$ cat config.mk
export PLATFORM = sky130hd
export DESIGN_NAME = ghfl_exec
export DESIGN_NICKNAME = d
export VERILOG_FILES = /design/src/rtl/core/assert_macros.svh /design/src/rtl/core/ghfl_pkg.sv /design/src/rtl/core/ghfl_exec.sv
export SDC_FILE = /design/constraint.sdc
export NUM_CORES = 1
export LEC_CHECK = 0
export ABC_CLOCK_PERIOD_IN_PS = 8950
export BUFFER_PORTS_ARGS = -buffer_cell sky130_fd_sc_hd__buf_2
export CAP_MARGIN = 0
export CORE_AREA = 5 5 95 97
export DETAILED_ROUTE_END_ITERATION = 8
export DIE_AREA = 0 0 100 102
export PLACE_DENSITY = 0.72
export SLEW_MARGIN = 5
export SYNTH_ARGS = -nofsm -noshare
export SYNTH_HDL_FRONTEND = slang
export SYNTH_SLANG_ARGS = --single-unit
$ cat constraint.sdc
create_clock -name vclk -period 8.95
set_clock_uncertainty 0.2 [all_clocks]
set_input_delay 1.3425 -clock vclk [all_inputs]
set_output_delay 1.3425 -clock vclk [all_outputs]
set_load 0.01 [all_outputs]
$ cat src/rtl/core/assert_macros.svh
// Assertion helpers for the core RTL.
`ifndef ASSERT_MACROS_SVH
`define ASSERT_MACROS_SVH

// Clocked check, disabled while reset is asserted.
`define ASSERT_CLK(lbl, clk, rst_n, prop) \
  lbl: assert property (@(posedge clk) disable iff (!rst_n) prop) \
    else $error("assertion failed");

// Clocked check, also evaluated during reset.
`define ASSERT_ALWAYS(lbl, clk, prop) \
  lbl: assert property (@(posedge clk) prop) \
    else $error("assertion failed");

`endif

$ cat src/rtl/core/ghfl_pkg.sv
package ghfl_pkg;

  localparam int unsigned ReqW    = 2;
  localparam int unsigned HSlotW  = 9;
  localparam int unsigned HGenW   = 8;
  localparam int unsigned ValW    = 32;
  localparam int unsigned StatusW = 2;
  localparam int unsigned SlotOutW = 8;
  localparam int unsigned GenOutW = 8;
  localparam int unsigned LiveW   = 9;
  localparam int unsigned CapW    = 9;
  localparam int unsigned CfgIdxW = 1;

  localparam logic [ReqW-1:0] REQ_ADD    = 2'd0;
  localparam logic [ReqW-1:0] REQ_REMOVE = 2'd1;
  localparam logic [ReqW-1:0] REQ_GET    = 2'd2;
  localparam logic [ReqW-1:0] REQ_UPDATE = 2'd3;

  localparam logic [StatusW-1:0] ST_OK      = 2'd0;
  localparam logic [StatusW-1:0] ST_FULL    = 2'd1;
  localparam logic [StatusW-1:0] ST_INVALID = 2'd2;

  localparam logic [CfgIdxW-1:0] CFG_CAPACITY  = 1'b0;
  localparam logic [CfgIdxW-1:0] CFG_CHECK_GEN = 1'b1;

  localparam logic [CapW-1:0] CAP_RESET = 9'd256;

  // Outcome of one request, handed from the evaluator to the sequencer.
  typedef struct packed {
    logic               mem_we;
    logic [StatusW-1:0] status;
  } ghfl_act_t;

endpackage

$ cat src/rtl/core/ghfl_exec.sv
module ghfl_exec
  import ghfl_pkg::*;
#(
  parameter int unsigned SLOTS      = 256,
  parameter int unsigned GEN_BITS   = 8,
  parameter int unsigned VALUE_BITS = 32,
  localparam int unsigned SW = $clog2(SLOTS),
  localparam int unsigned LW = $clog2(SLOTS + 1)
) (
  input  logic [ReqW-1:0]       req_i,
  input  logic [HSlotW-1:0]     hslot_i,
  input  logic [HGenW-1:0]      hgen_i,
  input  logic [VALUE_BITS-1:0] val_i,
  input  logic [LW-1:0]         rd_link_i,
  input  logic [GEN_BITS-1:0]   rd_gen_i,
  input  logic [VALUE_BITS-1:0] rd_val_i,
  input  logic [LW-1:0]         head_i,
  input  logic [LiveW-1:0]      used_i,
  input  logic [CapW-1:0]       cap_i,
  input  logic                  chk_gen_i,
  output ghfl_act_t             act_o,
  output logic [SW-1:0]         wr_addr_o,
  output logic [LW-1:0]         wr_link_o,
  output logic [GEN_BITS-1:0]   wr_gen_o,
  output logic [VALUE_BITS-1:0] wr_val_o,
  output logic [LW-1:0]         head_d_o,
  output logic [LiveW-1:0]      used_d_o,
  output logic [SlotOutW-1:0]   slot_o,
  output logic [GenOutW-1:0]    gen_o,
  output logic [ValW-1:0]       val_o
);

  localparam int unsigned CW = (LW > CapW) ? LW : CapW;
  localparam int unsigned GC = (GEN_BITS > HGenW) ? GEN_BITS : HGenW;

  logic [CW-1:0] cap_eff;
  logic          handle_ok;
  logic          full;

  always_comb begin
    cap_eff   = (CW'(cap_i) > CW'(SLOTS)) ? CW'(SLOTS) : CW'(cap_i);
    handle_ok = (CW'(hslot_i) < cap_eff) &&
                (!chk_gen_i || (GC'(hgen_i) == GC'(rd_gen_i)));
    full      = (CW'(head_i) >= cap_eff) || (CW'(used_i) >= cap_eff);

    act_o.mem_we = 1'b0;
    act_o.status = ST_OK;
    wr_addr_o    = SW'(hslot_i);
    wr_link_o    = rd_link_i;
    wr_gen_o     = rd_gen_i;
    wr_val_o     = rd_val_i;
    head_d_o     = head_i;
    used_d_o     = used_i;
    slot_o       = '0;
    gen_o        = '0;
    val_o        = '0;

    if (req_i == REQ_ADD) begin
      wr_addr_o = SW'(head_i);
      if (full) begin
        act_o.status = ST_FULL;
      end else begin
        act_o.mem_we = 1'b1;
        wr_val_o     = val_i;
        head_d_o     = rd_link_i;
        used_d_o     = used_i + LiveW'(1);
        slot_o       = SlotOutW'(head_i);
        gen_o        = GenOutW'(rd_gen_i);
      end
    end else if (!handle_ok) begin
      act_o.status = ST_INVALID;
    end else begin
      case (req_i)
        REQ_REMOVE: begin
          act_o.mem_we = 1'b1;
          wr_link_o    = head_i;
          wr_gen_o     = rd_gen_i + GEN_BITS'(1);
          head_d_o     = LW'(hslot_i);
          used_d_o     = (used_i != '0) ? used_i - LiveW'(1) : used_i;
          val_o        = ValW'(rd_val_i);
        end
        REQ_GET: begin
          val_o = ValW'(rd_val_i);
        end
        default: begin
          act_o.mem_we = 1'b1;
          wr_val_o     = val_i;
        end
      endcase
    end
  end

endmodule

* Word level (Yosys, flattened, before mapping)
Index checks and enable logic that the tools add are counted.
** Storage, ports and cells
- Output and inout port bits :: 126
- Word-level logic and storage cells :: 51
- Bits in registers :: 0
- Input port bits :: 128
** Operators by class
- Muxes and demuxes :: 34
- Add/subtract/negate cells :: 3
- Reductions and logical operators :: 7
- Magnitude comparators :: 4
- Equal/unequal tests :: 3
** Operators with widths (number)
- $mux W32 :: 7
- $mux W9 :: 13
- $mux W8 :: 8
- $ge A9 B9 Y1 :: 2
- $add A9 B1 Y9 const B :: 1
- $gt A9 B9 Y1 const B :: 1
- $lt A9 B9 Y1 :: 1
- $reduce_bool A9 Y1 :: 1
- $sub A9 B1 Y9 const B :: 1
- $add A8 B1 Y8 const B :: 1
- $eq A8 B8 Y1 :: 1
- $mux W1 :: 4
- $mux W3 :: 1
- $eq A2 B1 Y1 const B :: 1
- $eq A2 B2 Y1 const B :: 1
- $logic_not A2 Y1 :: 1
- $logic_or A1 B1 Y1 :: 2
- $mux W2 :: 1
- $reduce_or A2 Y1 :: 1
- $logic_and A1 B1 Y1 :: 1
- $logic_not A1 Y1 :: 1

* Logic depth before layout (Yosys ltp)
- Depth in word-level cells :: 6
- Depth in mapped cells :: 10
- Depth with buffers taken out :: 9

* Worst setup path after synthesis
OpenSTA, ideal clock, no wires.
- Path kind :: in2out
- Start :: input cap_i[8]
- End :: output wr_val_o[15]
- Setup slack :: 3.759 ns
- Arrival :: 3.648 ns
- Required time :: 7.408 ns
- Buffers on the path :: 1
- Stages :: 10
- Cells stage by stage :: clkinv_1 nand2_1 ha_1 a21oi_1 nor2b_1 o21ai_0 nand3_1 o41ai_2 buf_4 mux2_1
** Between the ends
- Cells in the longest elaborated chain, start to end :: 6
- Elaborated cells on any way between the ends :: 10
- Those cells by class :: order compare: 4; mux: 4; reduce/logical: 2
** RTL lines
- start, declared :: RTL line ghfl_exec.sv:19 : input logic [CapW-1:0] cap_i,
- $gt A9 B9 Y1 :: RTL line ghfl_exec.sv:41 : cap_eff = (CW'(cap_i) > CW'(SLOTS)) ? CW'(SLOTS) : CW'(cap_i);
- $mux W9 * :: RTL line ghfl_exec.sv:41
- $lt A9 B9 Y1 or $ge A9 B9 Y1 (tied branches) :: RTL line ghfl_exec.sv:42, ghfl_exec.sv:44
- $logic_and A1 B1 Y1 or $logic_or A1 B1 Y1 (tied branches) :: RTL line ghfl_exec.sv:42, ghfl_exec.sv:44
- $mux W32 (on tied branches) :: RTL line ghfl_exec.sv:70, ghfl_exec.sv:60
- $mux W32 * :: RTL line ghfl_exec.sv:58 : if (req_i == REQ_ADD) begin
- end, declared :: RTL line ghfl_exec.sv:25 : output logic [VALUE_BITS-1:0] wr_val_o,
Mark *: on every way between the ends. The rest lies on a longest branch, timed or not.

* Final worst setup path
- Start :: input cap_i[8]
- End :: output wr_val_o[24]
The elaborated chain is that of the path after synthesis.

==> results.ini <==
[sta]
post-route-period-util=0.715
slew_viol_final=0
timing.fmax_mhz=156
hold_viol_final=0
worst_slack_ns=2.55
setup_viol=0
finalSetupTns_ns=0
slew_headroom=0.351
worst_pin_slew_ns=0.970
min_period_ns=6.40
rsz0062_at_grt=no

[die]
die_w_um=100
die_height_um=102
start_util=0.313
rows=33
core_um2=8050
boundaryPins=254
die_area_um2=10200

[pwr]
p_sw_uw=121
total_power_uw=222
power.leakage_uw=0.00223
clkPwrFrac=0
p_comb_frac=1.000
p_per_area_nw_per_um2=57.1
p_int_uw=101
ir_drop_mv=0.0335
swShare=0.544
seq_power_share=0

[detailed_routing]
ant_nets=0
wl_um=12800
first_pass_iters=4
drt_iter0_drc=242
wl_per_cell_um=19.1
via_per_inst=5.28
drc=0
vias=3533

[grt]
grt_pass1_wl_um=19000
gr-usage-all-layers=0.231
globalRoute.totalOverflow=0
grt_max_degree=33
grt_pass1_vias=3566
antenna_found_initial=0

[critical_path]
worstPathCellList=buf_2, clkinv_1, nand2_1, ha_1, a21oi_1, nor2b_1, o21ai_0, nand3_1, o41ai_4, buf_4, mux2_2, buf_2
crit_required_ns=7.41
critPathMostFrequentCell=buf_2
arrival_ns=4.86
slowest_stage=nand3_1
critPathKind=input pin to output pin
cp_max_fo=32
slowest_delay_ns=0.59
startpoint_type=input pin
critical_path.endpoint_type=output pin
critPathLaunch=cap_i[8]

[finish]
syn_to_final_growth_pct=54.3
final_common_cell=buf_2
drive_above_1_share=0.551
fill_cells=836
final_cell_mix=buf_2, mux2_2, and2_1, ha_1, nand2_1
antenna_cells=0
n_sequential_cell=0
nClkBuffers=0
final_nets=726
seq_area_um2=0

[hold_path]
whs_endpoint=val_o[3]
hp-start=rd_val_i[3]
hold_path_depth=3
hold_class=input pin to output pin

[synth]
synth_area_um2=2520
seq_area_frac_synth=0
yosysTopAreaCellShare=0.188
synth_cell_type_count=55
yosys.area.top_type=mux2_2
synth_nets=481
syn_inst=321
yosysWarningCount=0
avgSynthCellArea_um2=7.84
synthTopCellsByArea=mux2_2, ha_1, mux2i_1, and2_1, and3_1

[clocking]
cts_post_setup_buffers_inserted=0
hold_buffers=0
cts_resized=0

[run_status]
status=complete, no violations

[place]
place_congestion=0.924
portBuffers=254
dpl.hpwl_um=11200
post-place-ws_ns=2.58

[flow_run]
drv_cap=0

-- power groups by stage --
stage / combinational (uW) / clock, uW / sequential [uW]
floorplan: 120 / 0 / 0
global placement: 218 / 0 / 0
detailed placement: 223 / 0 / 0
CTS: 224 / 0 / 0
global route: 242 / 0 / 0
finish: 222 / 0 / 0
-- cell usage after synthesis, types with 9 or more instances --
cell / number
clkbuf_1: 9
and2_1: 32
a21oi_1: 14
mux2i_1: 21
mux2_2: 42
xnor2_1: 12
xor2_1: 9
nor2_1: 12
nand2_1: 25
nand4_1: 9
and3_1: 17
ha_1: 32
-- metrics by stage --
stage,cell area [um^2],util,instances,hold slack (ns)
CTS,3880,0.483,669,2.79
global route,3880,0.483,669,2.80
detailed placement,3880,0.483,669,2.79
global placement,3880,0.483,669,2.78
finish,3880,0.483,669,2.78
floorplan,2520,-,321,2.57
-- worst max-delay path: cells and delay by family --
kind | cells | cell delay (ns)
simple gates | 3 | 0.88
mux | 1 | 0.43
compound gates | 3 | 1.00
buf+inv | 4 | 0.92
fa+ha+maj | 1 | 0.27
-- logic make-up after synthesis --
kind of cell,after synthesis,share of synthesized area
AO/OA/AOI/OAI,47,0.131
buffers and inverters,21,0.0412
multiplexers,70,0.303
AND/OR/NAND/NOR,130,0.293
adder cells (fa/ha/maj),32,0.159
XOR/XNOR,21,0.0731
-- final cells by class --
class | instances | area (um^2) | share of cell area
Tap cell | 105 | 131 | 0.0338
Timing Repair Buffer | 257 | 1290 | 0.333
Multi-Input combinational cell | 300 | 2430 | 0.626
Inverter | 7 | 26.3 | 0.00676
-- worst max-delay path by stage --
stage	to	slack [ns]	depth (start not counted)
finish	wr_val_o[24]	2.55	12
floorplan	wr_val_o[15]	3.76	10
global placement	wr_val_o[5]	2.65	12
detailed placement	wr_val_o[21]	2.58	12
global route	wr_val_o[21]	2.30	12
CTS	wr_val_o[21]	2.57	12
-- routing by layer --
layer  GRT usage  vias to the layer above  part of all wire
li1            -                     1686                 -
met4      0.0342                        0             0.016
met3      0.0553                       12              0.11
met1       0.264                     1633              0.37
met2       0.442                      202              0.50
met5           0                        -                 0
Power figures use the tool's default switching activity.
